<file path="config.mk">
export PLATFORM = sky130hd
export DESIGN_NAME = midpoint_circle_point_generator
export DESIGN_NICKNAME = d
export VERILOG_FILES = /design/src/design/mcpg_pkg.sv /design/src/design/mcpg_ctrl.sv /design/src/design/mcpg_datapath.sv /design/src/design/midpoint_circle_point_generator.sv
export VERILOG_INCLUDE_DIRS = /design/src /design/src/design
export SDC_FILE = /design/constraint.sdc
export NUM_CORES = 1
export LEC_CHECK = 0
export BUFFER_PORTS_ARGS = -buffer_cell sky130_fd_sc_hd__buf_2
export CORE_UTILIZATION = 55
export DETAILED_ROUTE_END_ITERATION = 10
export PLACE_DENSITY = 0.85
export SETUP_SLACK_MARGIN = 0.5
export SYNTH_ARGS = -nofsm -noshare
export SYNTH_HDL_FRONTEND = slang
export SYNTH_SLANG_ARGS = --single-unit
</file>
<file path="constraint.sdc">
create_clock -name i_clk -period 5.4 [get_ports i_clk]
set_input_delay 1.08 -clock i_clk [delete_from_list [all_inputs] [get_ports i_clk]]
set_output_delay 1.08 -clock i_clk [all_outputs]
set_load 0.01 [all_outputs]
</file>
<file path="src/design/midpoint_circle_point_generator_defines.svh">
// ----------------------------------------------------------------------------
// Midpoint circle point generator: assertion macros
// Shared checks used by the RTL of the circle point generator.
// ----------------------------------------------------------------------------
`ifndef MIDPOINT_CIRCLE_POINT_GENERATOR_DEFINES_SVH
`define MIDPOINT_CIRCLE_POINT_GENERATOR_DEFINES_SVH

// Check that a condition implies another in the same cycle
`define MCPG_ASSERT_SAME(label, clk, rst_n, ante, cons, msg) \
    label: assert property (@(posedge clk) disable iff (!(rst_n)) (ante) |-> (cons)) \
        else $error(msg);

// Check that a condition implies another in the following cycle
`define MCPG_ASSERT_NEXT(label, clk, rst_n, ante, cons, msg) \
    label: assert property (@(posedge clk) disable iff (!(rst_n)) (ante) |=> (cons)) \
        else $error(msg);

`endif

</file>
<file path="src/design/mcpg_pkg.sv">
// ----------------------------------------------------------------------------
// Midpoint circle point generator: package
// Types and constants shared by controller and datapath, and the octant table.
// ----------------------------------------------------------------------------
package mcpg_pkg;

    // Field widths fixed by the item format
    localparam int RAD_BITS   = 12;
    localparam int DEC_BITS   = 16;
    localparam int COORD_BITS = 13;
    localparam int GROUP_SIZE = 8;
    localparam int IDX_BITS   = $clog2(GROUP_SIZE);

    // Decision variable constants of the midpoint rule
    localparam logic [DEC_BITS-1:0] DEC_INIT    = DEC_BITS'(3);
    localparam logic [DEC_BITS-1:0] DEC_STEP_E  = DEC_BITS'(6);
    localparam logic [DEC_BITS-1:0] DEC_STEP_SE = DEC_BITS'(10);

    localparam logic [IDX_BITS-1:0] IDX_FIRST = '0;
    localparam logic [IDX_BITS-1:0] IDX_LAST  = IDX_BITS'(GROUP_SIZE - 1);

    // Item kinds carried on the input tuser
    typedef enum logic {
        FUNC_START = 1'b0,
        FUNC_STEP  = 1'b1
    } t_func;

    typedef enum logic {
        ST_IDLE,
        ST_EMIT
    } t_state;

    // Controller to datapath commands
    typedef struct packed {
        logic                load_circle;
        logic                load_point;
        logic                advance;
        logic [IDX_BITS-1:0] idx;
    } t_dp_cmd;

    // Datapath to controller status
    typedef struct packed {
        logic active;
    } t_dp_stat;

    // Octant mapping of one symmetric point
    typedef struct packed {
        logic swap;
        logic neg_x;
        logic neg_y;
    } t_oct;

    function automatic t_oct oct_map(input logic [IDX_BITS-1:0] idx);
        t_oct m;
        case (idx)
            3'd0:    m = '{swap: 1'b0, neg_x: 1'b0, neg_y: 1'b0};
            3'd1:    m = '{swap: 1'b0, neg_x: 1'b1, neg_y: 1'b0};
            3'd2:    m = '{swap: 1'b0, neg_x: 1'b0, neg_y: 1'b1};
            3'd3:    m = '{swap: 1'b0, neg_x: 1'b1, neg_y: 1'b1};
            3'd4:    m = '{swap: 1'b1, neg_x: 1'b1, neg_y: 1'b0};
            3'd5:    m = '{swap: 1'b1, neg_x: 1'b1, neg_y: 1'b1};
            3'd6:    m = '{swap: 1'b1, neg_x: 1'b0, neg_y: 1'b0};
            3'd7:    m = '{swap: 1'b1, neg_x: 1'b0, neg_y: 1'b1};
            default: m = '0;
        endcase
        return m;
    endfunction

endpackage

</file>
<file path="src/design/mcpg_ctrl.sv">
// ----------------------------------------------------------------------------
// Midpoint circle point generator: controller
// Sequences input transactions and the eight points of each step group.
// ----------------------------------------------------------------------------
module mcpg_ctrl (
    input  logic               i_clk,
    input  logic               i_rst_n,
    input  logic               i_s_tvalid,
    input  logic               i_s_tuser,
    output logic               o_s_tready,
    output logic               o_m_tvalid,
    input  logic               i_m_tready,
    input  mcpg_pkg::t_dp_stat i_stat,
    output mcpg_pkg::t_dp_cmd  o_cmd
);
    import mcpg_pkg::*;

    t_state              r_state, n_state;
    logic [IDX_BITS-1:0] r_idx, n_idx;
    logic                accept;
    logic                last_taken;

    // State and point index registers
    always_ff @(posedge i_clk) begin
        if (!i_rst_n) begin
            r_state <= ST_IDLE;
            r_idx   <= IDX_FIRST;
        end else begin
            r_state <= n_state;
            r_idx   <= n_idx;
        end
    end

    // Last point of a group leaves this cycle: a new item may enter alongside
    assign last_taken = (r_state == ST_EMIT) && (r_idx == IDX_LAST) && i_m_tready;
    assign o_s_tready = (r_state == ST_IDLE) || last_taken;
    assign accept     = i_s_tvalid && o_s_tready;
    assign o_m_tvalid = (r_state == ST_EMIT);

    // Next state and datapath commands
    always_comb begin
        n_state = r_state;
        n_idx   = r_idx;
        o_cmd   = '0;
        case (r_state)
            ST_IDLE: begin
                n_state = ST_IDLE;
            end
            ST_EMIT: begin
                if (i_m_tready) begin
                    if (r_idx == IDX_LAST) begin
                        n_state = ST_IDLE;
                    end else begin
                        n_idx            = r_idx + 1'b1;
                        o_cmd.load_point = 1'b1;
                        o_cmd.idx        = r_idx + 1'b1;
                        o_cmd.advance    = (r_idx + 1'b1 == IDX_LAST);
                    end
                end
            end
            default: begin
                n_state = ST_IDLE;
            end
        endcase

        // Take a new input transaction
        if (accept) begin
            if (t_func'(i_s_tuser) == FUNC_START) begin
                o_cmd.load_circle = 1'b1;
            end else if (i_stat.active) begin
                n_state          = ST_EMIT;
                n_idx            = IDX_FIRST;
                o_cmd.load_point = 1'b1;
                o_cmd.idx        = IDX_FIRST;
            end
        end
    end

endmodule

</file>
<file path="src/design/mcpg_datapath.sv">
// ----------------------------------------------------------------------------
// Midpoint circle point generator: datapath
// Holds the circle state, applies the midpoint rule and forms each point.
// ----------------------------------------------------------------------------
module mcpg_datapath #(
    parameter int COORD_BITS = mcpg_pkg::COORD_BITS
) (
    input  logic                                i_clk,
    input  logic                                i_rst_n,
    input  mcpg_pkg::t_dp_cmd                   i_cmd,
    output mcpg_pkg::t_dp_stat                  o_stat,
    input  logic [mcpg_pkg::RAD_BITS-1:0]       i_radius,
    input  logic signed [COORD_BITS-1:0]        i_center_x,
    input  logic signed [COORD_BITS-1:0]        i_center_y,
    output logic signed [COORD_BITS:0]          o_point_x,
    output logic signed [COORD_BITS:0]          o_point_y,
    output logic                                o_last_of_group,
    output logic                                o_circle_done
);
    import mcpg_pkg::*;

    // Arithmetic width wide enough for centre plus or minus a radius
    localparam int AW = ((COORD_BITS > RAD_BITS) ? COORD_BITS : RAD_BITS) + 2;
    localparam int PW = COORD_BITS + 1;

    logic [RAD_BITS-1:0]          r_pos_x, r_pos_y;
    logic [DEC_BITS-1:0]          r_dec;
    logic [COORD_BITS-1:0]        r_cx, r_cy;
    logic                         r_active;
    logic [PW-1:0]                r_pt_x, r_pt_y;
    logic                         r_last, r_done;

    logic [RAD_BITS:0]            nx;
    logic [RAD_BITS:0]            ny;
    logic [RAD_BITS:0]            diff;
    logic [DEC_BITS-1:0]          n_dec;
    logic                         dec_neg;
    logic                         done;
    t_oct                         oct;
    logic [AW-1:0]                cx_ext, cy_ext, a_ext, b_ext, px, py;

    // Midpoint rule for the next octant point
    assign dec_neg = r_dec[DEC_BITS-1];
    assign nx      = {1'b0, r_pos_x} + 1'b1;
    assign ny      = {1'b0, r_pos_y} - {{RAD_BITS{1'b0}}, !dec_neg};
    assign diff    = {1'b0, r_pos_x} - {1'b0, r_pos_y};
    assign n_dec   = dec_neg
                   ? r_dec + {{(DEC_BITS-RAD_BITS-3){1'b0}}, nx, 2'b00} + DEC_STEP_E
                   : r_dec + {{(DEC_BITS-RAD_BITS-3){diff[RAD_BITS]}}, diff, 2'b00}
                     + DEC_STEP_SE;
    assign done    = $signed({1'b0, nx}) > $signed({ny[RAD_BITS], ny});

    // Select the symmetric point for the requested index
    assign oct    = oct_map(i_cmd.idx);
    assign cx_ext = {{(AW-COORD_BITS){r_cx[COORD_BITS-1]}}, r_cx};
    assign cy_ext = {{(AW-COORD_BITS){r_cy[COORD_BITS-1]}}, r_cy};
    assign a_ext  = {{(AW-RAD_BITS){1'b0}}, (oct.swap ? r_pos_y : r_pos_x)};
    assign b_ext  = {{(AW-RAD_BITS){1'b0}}, (oct.swap ? r_pos_x : r_pos_y)};
    assign px     = oct.neg_x ? cx_ext - a_ext : cx_ext + a_ext;
    assign py     = oct.neg_y ? cy_ext - b_ext : cy_ext + b_ext;

    // Circle state: load on start, advance with the eighth point
    always_ff @(posedge i_clk) begin
        if (!i_rst_n) begin
            r_pos_x  <= '0;
            r_pos_y  <= '0;
            r_dec    <= '0;
            r_cx     <= '0;
            r_cy     <= '0;
            r_active <= 1'b0;
        end else if (i_cmd.load_circle) begin
            r_pos_x  <= '0;
            r_pos_y  <= i_radius;
            r_dec    <= DEC_INIT - {{(DEC_BITS-RAD_BITS-1){1'b0}}, i_radius, 1'b0};
            r_cx     <= i_center_x;
            r_cy     <= i_center_y;
            r_active <= 1'b1;
        end else if (i_cmd.advance) begin
            r_pos_x  <= nx[RAD_BITS-1:0];
            r_pos_y  <= ny[RAD_BITS-1:0];
            r_dec    <= n_dec;
            r_active <= !done;
        end
    end

    // Output point register
    always_ff @(posedge i_clk) begin
        if (i_cmd.load_point) begin
            r_pt_x <= px[PW-1:0];
            r_pt_y <= py[PW-1:0];
            r_last <= (i_cmd.idx == IDX_LAST);
            r_done <= (i_cmd.idx == IDX_LAST) && done;
        end
    end

    assign o_stat.active   = r_active;
    assign o_point_x       = r_pt_x;
    assign o_point_y       = r_pt_y;
    assign o_last_of_group = r_last;
    assign o_circle_done   = r_done;

endmodule

</file>
<file path="src/design/midpoint_circle_point_generator.sv">
// ----------------------------------------------------------------------------
// Midpoint circle point generator
// Rasterises a circle by the midpoint rule, eight symmetric points a step.
// ----------------------------------------------------------------------------
// Channel  Dir  tdata (low bit up)                       tlast          tuser
// s_axis   in   radius, center_x, center_y, zero pad     -              func
// m_axis   out  point_x, point_y, zero pad               last_of_group  circle_done
//
// A start transaction produces nothing.
// A step transaction, while a circle is active, produces eight points, one per
// cycle from a registered output while the output does not stall; the next
// transaction is taken as the eighth point leaves. Output stalls hold the point.
// Reset returns the block to idle with no circle active.
// ----------------------------------------------------------------------------
`include "midpoint_circle_point_generator_defines.svh"

module midpoint_circle_point_generator #(
    parameter int  COORD_BITS = mcpg_pkg::COORD_BITS,
    localparam int IN_W  = ((mcpg_pkg::RAD_BITS + 2 * COORD_BITS + 7) / 8) * 8,
    localparam int OUT_W = ((2 * (COORD_BITS + 1) + 7) / 8) * 8
) (
    input  logic             i_clk,
    input  logic             i_rst_n,
    input  logic             s_axis_tvalid,
    output logic             s_axis_tready,
    input  logic [IN_W-1:0]  s_axis_tdata,   // radius, center_x, center_y
    input  logic             s_axis_tuser,   // func
    output logic             m_axis_tvalid,
    input  logic             m_axis_tready,
    output logic [OUT_W-1:0] m_axis_tdata,   // point_x, point_y
    output logic             m_axis_tlast,
    output logic             m_axis_tuser    // circle_done
);
    import mcpg_pkg::*;

    localparam int PW = COORD_BITS + 1;

    t_dp_cmd                      cmd;
    t_dp_stat                     stat;
    logic signed [COORD_BITS:0]   point_x, point_y;

    // Controller
    mcpg_ctrl u_ctrl (
        .i_clk      (i_clk),
        .i_rst_n    (i_rst_n),
        .i_s_tvalid (s_axis_tvalid),
        .i_s_tuser  (s_axis_tuser),
        .o_s_tready (s_axis_tready),
        .o_m_tvalid (m_axis_tvalid),
        .i_m_tready (m_axis_tready),
        .i_stat     (stat),
        .o_cmd      (cmd)
    );

    // Datapath
    mcpg_datapath #(
        .COORD_BITS (COORD_BITS)
    ) u_datapath (
        .i_clk           (i_clk),
        .i_rst_n         (i_rst_n),
        .i_cmd           (cmd),
        .o_stat          (stat),
        .i_radius        (s_axis_tdata[RAD_BITS-1:0]),
        .i_center_x      (s_axis_tdata[RAD_BITS+COORD_BITS-1:RAD_BITS]),
        .i_center_y      (s_axis_tdata[RAD_BITS+2*COORD_BITS-1:RAD_BITS+COORD_BITS]),
        .o_point_x       (point_x),
        .o_point_y       (point_y),
        .o_last_of_group (m_axis_tlast),
        .o_circle_done   (m_axis_tuser)
    );

    // Pack the output point
    always_comb begin
        m_axis_tdata             = '0;
        m_axis_tdata[PW-1:0]     = point_x;
        m_axis_tdata[2*PW-1:PW]  = point_y;
    end

    // Assertions
    `MCPG_ASSERT_SAME(a_done_on_last, i_clk, i_rst_n,
        m_axis_tvalid && m_axis_tuser, m_axis_tlast,
        "circle end flagged on a point that is not the last of its group")
    `MCPG_ASSERT_SAME(a_accept_only_at_group_end, i_clk, i_rst_n,
        s_axis_tvalid && s_axis_tready && m_axis_tvalid,
        m_axis_tlast && m_axis_tready,
        "input transaction taken in the middle of a point group")
    `MCPG_ASSERT_NEXT(a_idle_after_circle, i_clk, i_rst_n,
        m_axis_tvalid && m_axis_tready && m_axis_tuser, !m_axis_tvalid,
        "points produced after the end of a circle")

endmodule

</file>
# [Word level (Yosys, flattened, before mapping)]
# Memories as Yosys holds them, arrays and structs flattened.
# Cells that the tools add are included.
# Widths: inputs -> output; s select.
[word_totals] reg_bits=101 romBits=24 inputBits=45 memories=1
[classes] n_addsub=13 order_cmp=1 eq_ne=3 muxes=33 bitwise_logic=2 n_reduce_logical=9
[memory_table] memory="(no name shown)" depth=8 word_bits=3 rd=1 rd_clocked_by_memory_dff=0 wr=0 line="mcpg_pkg.sv:55" rtl="case (idx)"
[ops] operator="$mux 12" n=4
[ops] operator="$mux 16" n=3
[ops] operator="$add 13x13->14" n=2
[ops] operator="$mux 14" n=2
[ops] operator="$sub 13x13->14" n=2
[ops] operator="$mux 3" n=9
[ops] operator="$add 16x15->16" n=1
[ops] operator="$add 16x16->16" n=1
[ops] operator="$add 16x3->16 const B" n=1
[ops] operator="$add 16x4->16 const B" n=1
[ops] operator="$mux 5" n=3
[ops] operator="$gt 14x13->1" n=1
[ops] operator="$sub 2x13->14 const A" n=1
[ops] operator="$add 12x1->13 const B" n=1
[ops] operator="$sub 12x1->13" n=1
[ops] operator="$sub 12x12->13" n=1
[ops] operator="$mux 1" n=10
[ops] operator="$eq 3x3->1 const B" n=3
[ops] operator="$logic_and 1x1->1" n=4
[ops] operator="$add 3x1->3 const B" n=1
[ops] operator="$logic_not 1->1" n=2
[ops] operator="$mux 2" n=1
[ops] operator="$not 1->1" n=2
[ops] operator="$pmux 1 s2" n=1
[ops] operator="3 further kinds" n=3

# [Longest topological paths before layout]
# Gate-level depths: netlist (run 1).
# An unclocked memory read counts as a cell.
[logic_depth] word_depth=12 mapped_depth=22 ltp_nobuf=19

# [Cells and area by module]
# Synthesis (run 1) repeated with hierarchy kept, for this count alone.
[hier_totals] cells_unflattened=1073 hier_area_um2=9173.8
[modules_own_cells] mod="mcpg_datapath" instances=1 cells_per_inst=1031 area_per_inst_um2=8828.5 seq_area_each_um2=2222.1
[modules_own_cells] mod="mcpg_ctrl" instances=1 cells_per_inst=37 area_per_inst_um2=311.5 seq_area_each_um2=80.1
[modules_own_cells] mod="midpoint_circle_point_generator" instances=1 cells_per_inst=5 area_per_inst_um2=33.8 seq_area_each_um2=0.0

# [Worst setup path before layout (run 1)]
# No wires, ideal clock.
[synth_timing] path_type="in2reg" startpoint="input port m_axis_tready" endpoint="register u_datapath.r_pt_y[13] (netlist: u_datapath.o_point_y[13]) (data pin)" arrival_time_ps=4373 required_time_ps=5139 setup_slack_ps=765 stages=17 n_path_buf=3 cell_sequence="a21bo_1 buf_6 a41oi_2 buf_2 buf_2 nor2_1 a21oi_1 ha_1 o21ai_0 ha_1 nor2b_1 o31a_1 o41ai_1 o2111ai_1 o211ai_1 o21ai_0 xnor2_1"
[synth_between] elab_cells_between_ends=13 classes_between="add/sub: 2; mux: 7; reduce/logical: 3; memory: 1"
[synth_rtl] element="from (decl)" line="midpoint_circle_point_generator.sv:29" rtl="input logic m_axis_tready,"
[synth_rtl] element="$logic_and 1x1->1 (*)" line="mcpg_ctrl.sv:35" rtl="assign last_taken = (r_state == ST_EMIT) && (r_idx == IDX_LAST) && i_m_tready;"
[synth_rtl] element="$logic_or 1x1->1 (*)" line="mcpg_ctrl.sv:36" rtl="assign o_s_tready = (r_state == ST_IDLE) || last_taken;"
[synth_rtl] element="via s_axis_tready" line="midpoint_circle_point_generator.sv:25" rtl="output logic s_axis_tready,"
[synth_rtl] element="$logic_and 1x1->1 (*)" line="mcpg_ctrl.sv:37" rtl="assign accept = i_s_tvalid && o_s_tready;"
[synth_rtl] element="$mux 3 (*)" line="mcpg_ctrl.sv:67" rtl="if (accept) begin"
[synth_rtl] element="$mem_v2 8x3 (*)"
[synth_rtl] element="$mux 12" line="mcpg_datapath.sv:58" rtl="assign b_ext = {{(AW-RAD_BITS){1'b0}}, (oct.swap ? r_pos_x : r_pos_y)};"
[synth_rtl] element="$add 13x13->14 / $sub 13x13->14 (equally long branches)" line="mcpg_datapath.sv:60" rtl="assign py = oct.neg_y ? cy_ext - b_ext : cy_ext + b_ext;"
[synth_rtl] element="$mux 14 (*)" line="mcpg_datapath.sv:60"
[synth_rtl] element="via u_datapath.py[13]" line="mcpg_datapath.sv:40" rtl="logic [AW-1:0] cx_ext, cy_ext, a_ext, b_ext, px, py;"
[synth_rtl] element="to (signal assigned)" line="mcpg_datapath.sv:90" rtl="r_pt_y <= py[PW-1:0];"
[synth_rtl] element="to (decl)" line="mcpg_datapath.sv:30" rtl="logic [PW-1:0] r_pt_x, r_pt_y;"
# Mark *: on every way through the listed nets, which the timed path passes. The rest lies on a longest branch.
# A chain may end at the register's enable or synchronous reset.

# [Final worst setup path (run 1)]
[layout_timing] startpoint="input port m_axis_tready" endpoint="register u_datapath.r_pt_y[13] (netlist: u_datapath.o_point_y[13]) (data pin)"
[layout_between] elab_chain_cells=9 elab_cells_between_ends=13 classes_between="add/sub: 2; mux: 7; reduce/logical: 3; memory: 1"
[layout_rtl] element="$mux 5" line="mcpg_ctrl.sv:50" rtl="if (i_m_tready) begin"
[layout_rtl] element="$mux 5" line="mcpg_ctrl.sv:45" rtl="case (r_state)"
[layout_rtl] element="$mux 3" line="mcpg_ctrl.sv:70" rtl="end else if (i_stat.active) begin"
[layout_rtl] element="$mux 3" line="mcpg_ctrl.sv:68" rtl="if (t_func'(i_s_tuser) == FUNC_START) begin"
[layout_rtl] element="$mux 3 (*)" line="mcpg_ctrl.sv:67"
[layout_rtl] element="$mem_v2 8x3 (*)"
[layout_rtl] element="$mux 12" line="mcpg_datapath.sv:58"
[layout_rtl] element="$add 13x13->14 / $sub 13x13->14 (equally long branches)" line="mcpg_datapath.sv:60"
[layout_rtl] element="$mux 14 (*)" line="mcpg_datapath.sv:60"
[layout_rtl] element="via u_datapath.py[13]" line="mcpg_datapath.sv:40"
# Marked as above.

==> results of run 1 <==
==> kinds of logic after synthesis <==
group                      count (synthesis)  share of synthesized area
AOI/OAI and AO/OA                        283                      0.205
xor gates and xnor gates                 106                      0.104
adders and majority gates                118                      0.170
buffers and inverters                    114                     0.0528
DFF                                      100                      0.258
muxes                                     12                     0.0150
other                                      1                   0.000421
and+or+nand+nor                          377                      0.194
==> report_power, final <==
part | switching (mW) | total (mW) | internal [mW]
Clock | 0.304 | 0.704 | 0.400
Combinational | 0.385 | 0.678 | 0.292
Sequential | 0.0282 | 0.849 | 0.821
==> layer usage <==
layer  global-route usage  vias up  share of wire
met2                0.459      360           0.45
met1                0.376     3898           0.43
li1                     -     4053              -
met4                0.123        0          0.034
met3               0.0512       62          0.081
met5                    0        -              0
==> critical path, cell delays in order <==
cell and delay [ns]:
buf_2 0.11, a21bo_1 0.22, a41o_1 0.56, nor2_1 0.09
a21oi_1 0.18, ha_1 0.25, o21ai_0 0.36, ha_1 0.30
nor2b_1 0.14, o31a_1 0.27, o41ai_1 0.43, o2111ai_1 0.22
o211ai_1 0.18, o21ai_0 0.16, xnor2_1 0.14
==> sequential cells by signal (all words and copies together) (netlist names) <==
signal,cells
u_ctrl.o_m_tvalid,1
u_ctrl.r_idx,3
u_datapath.o_circle_done,1
u_datapath.o_last_of_group,1
u_datapath.o_point_x,14
u_datapath.o_point_y,14
u_datapath.o_stat,1
u_datapath.r_cx,13
u_datapath.r_cy,13
u_datapath.r_dec,15
u_datapath.r_pos_x,12
u_datapath.r_pos_y,12
==> area by class of cell <==
class                   count  share of cell area
clock buffers              11              0.0271
well taps                 216              0.0278
flip-flops and latches    100               0.237
multi-input cells         900               0.633
repair buffers             87              0.0481
clock inverters             5             0.00578
inverters                  56              0.0216
==> how the worst max path moves through the flow <==
stage	start	end	slack (ns)	depth (start not counted)
floorplan	m_axis_tready	u_datapath.o_point_y[13]	0.77	17
global placement	m_axis_tready	u_datapath.o_point_y[13]	0.60	15
detailed placement	m_axis_tready	u_datapath.o_point_y[13]	0.48	15
CTS	m_axis_tready	u_datapath.o_point_y[13]	0.87	15
global route	u_ctrl.r_idx[0]	u_datapath.o_point_y[13]	0.55	17
finish	m_axis_tready	u_datapath.o_point_y[13]	0.81	15
==> metrics by stage <==
step | setup slack, ns | cell area, sq um | utilization | power (mW) | hold WS [ns]
global placement | 0.595 | 9410 | 0.595 | 1.51 | 0.445
detailed placement | 0.482 | 9410 | 0.595 | 1.53 | 0.455
floorplan | 0.765 | 8930 | - | 1.37 | 0.436
global route | 0.552 | 9730 | 0.615 | 2.35 | 0.491
CTS | 0.872 | 9730 | 0.615 | 2.22 | 0.463
finish | 0.812 | 9730 | 0.615 | 2.23 | 0.458
==> layout by cell type (no fill, tap or decap), drive strengths merged, types with 46 or more instances in the layout <==
cell,netlist,layout
ha,113,113
a21oi,113,113
o21ai,51,51
xor2,46,46
dfxtp,70,70
nor2,126,126
buf,18,87
xnor2,60,60
inv,55,56
nand2,109,109
==> metrics.cfg, run 1 <==
[sta]
setup_viol=0
fmax_mhz=218
finalHoldViolations=0
fin_setup_tns_ns=0
max_slew_margin=0.470
min_period_ns=4.59
drv_slew=0
finalClockSkew_ns=0.0131
timing.final.crit_share=0.850
worst_slew_pin_slew_ns=0.789
rsz0062_at_grt=no

[cells_and_area]
regArea_sq_um=2300
syn2layout_area_growth_pct=9.16
fillers=1367
nets=1317
drive_gt1_frac=0.111
multi_input_area_sq_um=6160
antennaDiodeCount=0
instances_no_fill=1375

[worst_setup_path]
crit_required_ns=5.52
critPathLaunchType=input pin
r2r-start=u_ctrl.r_idx[0]
reg2reg_setup_slack_ns=0.84
rr_endpoint=u_datapath.o_point_y[13]
r2r_cells=16
arrival_ns=4.70
path_class=in -> reg
end_kind=register
cp_max_fo=16

[detailed_routing]
drt-total-wl_mm=23.2
drt_iter0_markers=805
wl_per_cell_microns=16.9
drtAntennaViolNets=0
vias_per_cell=6.09
drc=0
num_vias=8373
drt_pass1_iterations=6

[grt]
antenna_found_initial=0
grt_use_total=0.286
grt_pass1_vias=7456
grt_max_degree=48
overflow=0
grt_pass1_wl_mm=37.3

[min_path]
hp-class=reg -> reg
hold_start=u_datapath.r_cx[0]
hold_end=u_datapath.r_cx[0]
whs_path_depth=2

[floorplanning]
ioPinCount=81
start_util=0.563
core_area_sq_um=15800
num_rows=46
die-area_sq_um=16700
chipWidth_microns=129
die_y_microns=129

[clock_network]
cts_sinks=100
cts_htree_levels=3
clk_pin_slew_ns=0.07
cts_root_buffer=clkbuf_16
cts_buffers=9
cts_buffer_depth=2
cts_resized=0
post_cts_buffers=0
cts_tree=built
holdBufCountCts=0
clk_latency_ns=0.37

[power]
p_leak_nw=4.23
vdd_drop_max_mv=0.151
power-per-cell-area_nw_per_um2=229

[yosys]
yosysSeqAreaShare=0.258
yosys-top-cells-area=ha_1, dfxtp_1, edfxtp_1
synthTopCellsByCount=nor2_1, ha_1, a21oi_1
synth_most_common_cell=nor2_1
syn_inst=1111
synthesis.area_sq_um=8920
synth_top_area_frac=0.159
synth_edf_count=30
synth_seq_cells=100
yosys_most_used_dff=dfxtp_1
synth-warning-count=0
yosysTopAreaCell=ha_1
synth_cell_types=78
synthArstFlopShare=0
synth.avg_cell_area_sq_um=8.03

[flow_run]
max_cap_violations=0

[place]
place.gp.congestion=0.962
place_inst=1359
numPortBuffers=74
dp_hpwl_mm=17.5

[status]
status=finished clean

(Power assumes the default switching activity.)
==> run 2, diff against run 1 <==
--- a/config.mk
+++ b/config.mk
@@ -6,6 +6,7 @@
 export SDC_FILE = /design/constraint.sdc
 export NUM_CORES = 1
 export LEC_CHECK = 0
+export ABC_AREA = 1
 export BUFFER_PORTS_ARGS = -buffer_cell sky130_fd_sc_hd__buf_2
 export CORE_UTILIZATION = 55
 export DETAILED_ROUTE_END_ITERATION = 10
==> constraint.sdc (replaced) <==
create_clock -name i_clk -period 4.6 [get_ports i_clk]
set_input_delay 0.92 -clock i_clk [delete_from_list [all_inputs] [get_ports i_clk]]
set_output_delay 0.92 -clock i_clk [all_outputs]
set_load 0.01 [all_outputs]
==> metrics.cfg, run 2 <==
[status]
status=finished clean

[detailed_routing]
drt_pass1_iterations=5
vias_per_cell=5.60
wl_per_cell_microns=15.0
drt_iter0_markers=590
drc=0
num_vias=8765
drtAntennaViolNets=0
drt-total-wl_mm=23.4

[sta]
fin_hold_ws_ns=0.466
min_period_ns=3.87
setup_viol=0
finalHoldViolations=0
max_slew_margin=0.578
timing.final.crit_share=0.842
rsz0062_at_grt=no
worst_slew_pin_slew_ns=0.632
finalClockSkew_ns=0.0132
fin_setup_tns_ns=0
drv_slew=0
fmax_mhz=258

[yosys]
yosys_most_used_dff=dfxtp_1
yosysTopAreaCell=ha_1
synth_seq_cells=100
syn_inst=1267
synth_most_common_cell=nand2_1
synthArstFlopShare=0
synthesis.area_sq_um=8950
synth.avg_cell_area_sq_um=7.06
synth-warning-count=0
synthTopCellsByCount=nand2_1, inv_1, nor2_1
synth_cell_types=52
synth_top_area_frac=0.158
yosys-top-cells-area=ha_1, dfxtp_1, nand2_1
synth_edf_count=30
yosysSeqAreaShare=0.257

[worst_setup_path]
cp_max_fo=7
path_class=reg -> reg
arrival_ns=3.97
end_kind=register
crit_required_ns=4.70
critPathLaunchType=register

[clock_network]
cts_buffer_depth=2
cts_root_buffer=clkbuf_16
cts_htree_levels=3
cts_sinks=100
clk_pin_slew_ns=0.07
cts_buffers=9
cts_tree=built
holdBufCountCts=0
clk_latency_ns=0.36

[cells_and_area]
antennaDiodeCount=0
fillers=1464
multi_input_area_sq_um=5940
layout_commonest_cell=nand2_1
regMostFlops=u_datapath.r_dec
regArea_sq_um=2300
final_util=0.625
final_cell_mix=nand2_1, inv_1, nor2_1, ha_1, a21oi_1
drive_gt1_frac=0.114
syn2layout_area_growth_pct=10.9
largest_register_ffs=15
nets=1506

[power]
power_mw=2.75
p_leak_nw=5.09
vdd_drop_max_mv=0.186
power-per-cell-area_nw_per_um2=277

[floorplanning]
ioPinCount=81
core_area_sq_um=15900
die_y_microns=130
chipWidth_microns=130
start_util=0.563
num_rows=46
die-area_sq_um=16800

[min_path]
hp-class=reg -> reg

[grt]
overflow=0
grt_pass1_wl_mm=36.9
antenna_found_initial=0
grt_max_degree=38
grt_pass1_vias=7762
grt_use_total=0.282

[place]
numPortBuffers=74
place.gp.congestion=0.968
dp_hpwl_mm=18.4

[flow_run]
max_cap_violations=0

[run 2: through the flow]
stage	instances	cell area (sq um)	setup slack (ns)
final	1564	9930	0.729
after global routing	1564	9930	0.487
after CTS	1556	9850	0.585
after detailed placement	1540	9530	0.269
after global placement	1540	9530	0.362
after floorplan	1270	8960	0.846
[run 2: final timing paths]
kind                 startpoint  slack (ns)                       end  cells after the start
max             u_ctrl.r_idx[0]        0.73  u_datapath.o_point_x[11]                     20
min          u_datapath.r_cx[0]        0.47        u_datapath.r_cx[0]                      2
max reg2reg     u_ctrl.r_idx[0]        0.73  u_datapath.o_point_x[11]                     20
min reg2reg  u_datapath.r_cx[0]        0.47        u_datapath.r_cx[0]                      2
[run 2: routing by layer]
layer / wire length [microns] / GRT usage / vias up / part of all wire
met5: 0 / 0 / - / 0
met4: 677 / 0.114 / 0 / 0.029
met3: 1510 / 0.0413 / 50 / 0.065
met2: 11000 / 0.483 / 313 / 0.47
met1: 10200 / 0.356 / 4009 / 0.44
li1: - / - / 4393 / -
[run 2: layout make-up]
class,instances,area share
Inverter,148,0.0560
Timing Repair Buffer,96,0.0543
Tap cell,216,0.0272
Multi-Input combinational cell,988,0.598
Clock inverter,7,0.00983
Clock buffer,9,0.0227
Sequential cell,100,0.232
[run 2: worst max-delay path, stage by stage, from the launching register on]
cell	delay, ns
dfxtp_1	0.33
ha_1	0.22
ha_1	0.22
nand2_1	0.08
nand2_2	0.09
nand3_4	0.17
buf_4	0.17
nand3_1	0.07
nand2_1	0.11
inv_1	0.07
ha_1	0.19
nor2_1	0.14
xor2_1	0.26
ha_1	0.33
a21oi_1	0.15
nand2_1	0.11
a21oi_1	0.19
o21ai_0	0.16
a21boi_1	0.26
o21ai_0	0.13
xor2_1	0.15
[run 2: kinds of logic (layout without fill, tap and decap cells)]
group,Yosys count,after routing,synth area share
AO/OA/AOI/OAI,274,274,0.170
XOR/XNOR,72,72,0.0705
adder cells (fa/ha/maj),118,118,0.169
buffers and inverters,182,260,0.0819
flip-flops,100,100,0.257
other,1,4,0.000419
AND/OR/NAND/NOR,520,520,0.250
[run 2: timing repair]
action / CTS / global route
gates cloned: 0 / 0
pin swaps: 0 / 2
setup buffers: 0 / 8
resized for setup: 1 / 7
endpoints found under the setup margin: 1 / 12
[run 2: power by group]
group	switching (mW)	leakage, nW	internal (mW)
sequential	0.0321	0.847	0.977
clock	0.358	0.158	0.481
combinational	0.552	4.09	0.346
total	0.941	5.09	1.80
==> run 3, diff against run 2 <==
--- a/config.mk
+++ b/config.mk
@@ -10,7 +10,7 @@
 export BUFFER_PORTS_ARGS = -buffer_cell sky130_fd_sc_hd__buf_2
 export CORE_UTILIZATION = 55
 export DETAILED_ROUTE_END_ITERATION = 10
-export PLACE_DENSITY = 0.85
+export PLACE_DENSITY = 0.88
 export SETUP_SLACK_MARGIN = 0.5
 export SYNTH_ARGS = -nofsm -noshare
 export SYNTH_HDL_FRONTEND = slang
==> constraint.sdc (replaced) <==
create_clock -name i_clk -period 3.4 [get_ports i_clk]
set_input_delay 0.68 -clock i_clk [delete_from_list [all_inputs] [get_ports i_clk]]
set_output_delay 0.68 -clock i_clk [all_outputs]
set_load 0.01 [all_outputs]
==> metrics.cfg, run 3 <==
[clock_network]
holdBufCountCts=0
cts_root_buffer=clkbuf_16
cts_buffer_depth=2
cts_htree_levels=3
cts_sinks=100
cts_buffers=9

[sta]
endpoint_type=register input
crit_endpoint=u_datapath.o_point_y[13]$_DFFE_PP_/D

[yosys]
synth-warning-count=0
yosys-top-cells-area=ha_1, dfxtp_1, nand2_1
synth_top_area_frac=0.158
synth_cell_types=52
synth_most_common_cell=nand2_1
yosysTopAreaCell=ha_1
synthesis.area_sq_um=8950
synth_seq_cells=100
yosys_most_used_dff=dfxtp_1
synthArstFlopShare=0
synth_edf_count=30
synth.avg_cell_area_sq_um=7.06
yosysSeqAreaShare=0.257
syn_inst=1267
synthTopCellsByCount=nand2_1, inv_1, nor2_1

[floorplanning]
chipWidth_microns=130
start_util=0.563
num_rows=46
ioPinCount=81
die_y_microns=130

[grt]
overflow=38
grt_use_total=0.690
grt_max_degree=50

[place]
place_inst=1686
dp_hpwl_mm=20.6
placed_cell_area_sq_um=10900
place.gp.congestion=0.993
dp_slack_ns=-0.214
numPortBuffers=74

[status]
status=aborted with a tool error
tool.error=[ERROR GRT-0232] Routing congestion too high. Check the congestion heatmap in the GUI.
stop_stage=5_1_grt

==> run 3: cell counts after synthesis <==
No cell type changed its count.
==> run 3: layer usage <==
| layer | track usage | GRT overflow |
|---|---|---|
| met1 | 0.688 | 2 |
| met2 | 0.872 | 19 |
| met3 | 0.525 | 0 |
| met4 | 0.699 | 17 |
| met5 | 0.168 | 0 |
==> run 3: cell families after synthesis <==
group / share of synthesized area
AO/OA/AOI/OAI: 0.170
XOR/XNOR: 0.0705
adder cells (fa/ha/maj): 0.169
buffers and inverters: 0.0819
flip-flops: 0.257
other: 0.000419
AND/OR/NAND/NOR: 0.250
==> run 3: through the flow <==
step / util / hold WS, ns
after detailed placement: 0.684 / 0.464
after floorplan: - / 0.435
after CTS: 0.784 / 0.474
after global placement: 0.684 / 0.449
==> run 3: what timing repair did <==
item / in CTS
gates cloned: 2
setup buffers: 32
endpoints found under the hold margin: 0
endpoints found under the setup margin: 34
gates resized for setup: 218
pin swaps: 123
==> run 4, diff against run 3 <==
--- a/config.mk
+++ b/config.mk
@@ -8,10 +8,9 @@
 export LEC_CHECK = 0
 export ABC_AREA = 1
 export BUFFER_PORTS_ARGS = -buffer_cell sky130_fd_sc_hd__buf_2
-export CORE_UTILIZATION = 55
+export CORE_UTILIZATION = 40
 export DETAILED_ROUTE_END_ITERATION = 10
-export PLACE_DENSITY = 0.88
-export SETUP_SLACK_MARGIN = 0.5
+export PLACE_DENSITY_LB_ADDON = 0.15
 export SYNTH_ARGS = -nofsm -noshare
 export SYNTH_HDL_FRONTEND = slang
 export SYNTH_SLANG_ARGS = --single-unit
==> constraint.sdc (replaced) <==
create_clock -name i_clk -period 4.42 [get_ports i_clk]
set_input_delay 0.884 -clock i_clk [delete_from_list [all_inputs] [get_ports i_clk]]
set_output_delay 0.884 -clock i_clk [all_outputs]
set_load 0.01 [all_outputs]
==> metrics.cfg, run 4 (synthesis gave the netlist of run 2 again) <==
[sta]
setup_viol=0
min_period_ns=4.05
fmax_mhz=247
drv_slew=0
timing.final.crit_share=0.917
fin_setup_tns_ns=0
finalHoldViolations=0
rsz0062_at_grt=no
worst_slew_pin_slew_ns=0.736
fin_hold_ws_ns=0.470
max_slew_margin=0.509
finalClockSkew_ns=0.00921

[clock_network]
cts_htree_levels=3
cts_buffer_depth=2
cts_resized=0
cts_tree=built
cts_buffers=9
clk_latency_ns=0.37
cts_root_buffer=clkbuf_16
cts_sinks=100
holdBufCountCts=0
post_cts_buffers=0
clk_pin_slew_ns=0.08

[power]
internal_power_mw=1.77
netSwitchingFraction=0.369
switching_power_mw=1.04
vdd_drop_max_mv=0.192
comb_power_share=0.333
power-per-cell-area_nw_per_um2=284
seq_power_share=0.374
p_leak_nw=5.03
power_frac_clock=0.292

[worst_setup_path]
crit_required_ns=4.53
cp_max_fo=27
critPathLaunchType=register
reg2reg_setup_slack_ns=0.37
path_class=reg -> reg
arrival_ns=4.16
end_kind=register

[floorplanning]
num_rows=54
core_area_sq_um=21900
start_util=0.409
ioPinCount=81
die-area_sq_um=23000
die_y_microns=152
chipWidth_microns=152

[cells_and_area]
layout_commonest_cell=nand2_1
drive_gt1_frac=0.106
antennaDiodeCount=0
final_cell_mix=nand2_1, inv_1, nor2_1, ha_1, a21oi_1
fin_area_sq_um=9900
syn2layout_area_growth_pct=10.6
regMostFlops=u_datapath.r_dec
largest_register_ffs=15
nets=1498

[place]
place.gp.congestion=0.952
numPortBuffers=74
dp_hpwl_mm=19.9
placed_cell_area_sq_um=9610

[detailed_routing]
drtAntennaViolNets=0
num_vias=8416
drt-total-wl_mm=25.1
vias_per_cell=5.20
drt_pass1_iterations=5
wl_per_cell_microns=15.5
drt_iter0_markers=444
drc=0

[min_path]
hp-class=reg -> reg

[status]
status=finished clean

[grt]
gr-max-usage-layer=met2
use_met3=0.0251
overflow=0
grt_pass1_wl_mm=39.3
grt_pass1_vias=7762
use_met2=0.384
grt_use_total=0.224
grt_max_degree=50
grt_util_met1=0.291
antenna_found_initial=0

[flow_run]
max_cap_violations=0

[run 4: through the flow]
stage | setup WS, ns | total power, mW | cells | util
floorplan | 0.702 | 1.76 | 1270 | -
global placement | 0.285 | 2.00 | 1604 | 0.439
detailed placement | 0.240 | 2.00 | 1604 | 0.439
CTS | 0.393 | 2.82 | 1620 | 0.452
global route | 0.0176 | 2.98 | 1620 | 0.452
finish | 0.368 | 2.81 | 1620 | 0.452
[run 4: critical path, cell delays in order, from the launching register on]
cell      delay (ns)
dfxtp_1         0.38
ha_1            0.19
inv_1           0.05
ha_1            0.32
inv_1           0.11
nor2_8          0.26
nand2_8         0.10
buf_4           0.23
o21ai_2         0.23
nand3_2         0.11
nor2_2          0.17
a21oi_1         0.10
xor2_1          0.18
ha_1            0.35
a21oi_1         0.21
o21ai_0         0.16
a21boi_0        0.32
o21ai_0         0.16
xor2_1          0.15
[run 4: path summary, 6_finish.rpt]
check | startpoint | to | depth (start not counted)
max | u_ctrl.r_idx[1] | u_datapath.o_point_y[11] | 18
min | u_datapath.r_cy[0] | u_datapath.r_cy[0] | 2
max reg2reg | u_ctrl.r_idx[1] | u_datapath.o_point_y[11] | 18
min reg2reg | u_datapath.r_cy[0] | u_datapath.r_cy[0] | 2
[run 4: metal layers]
layer  up-vias  wire length, microns
met5         -                     0
met4         0                   585
met3        32                   921
met2       175                 11800
met1      3829                 11800
li1       4380                     -
[run 4: final cells by class]
cell class	instances	area (sq um)
Fill cell	2333	12000
Multi-Input combinational cell	988	5930
Sequential cell	100	2300
Inverter	148	556
Timing Repair Buffer	88	475
Tap cell	280	350
Clock buffer	9	225
Clock inverter	7	65.1
[run 4: power by group through the flow]
stage	registers, mW	logic, mW	clock network, mW
5_1_grt	1.06	1.06	0.861
6_report	1.05	0.936	0.821
2_1_floorplan	1.07	0.688	0
3_5_place_dp	1.07	0.931	0
4_1_cts	1.05	0.936	0.837
3_3_place_gp	1.07	0.925	0
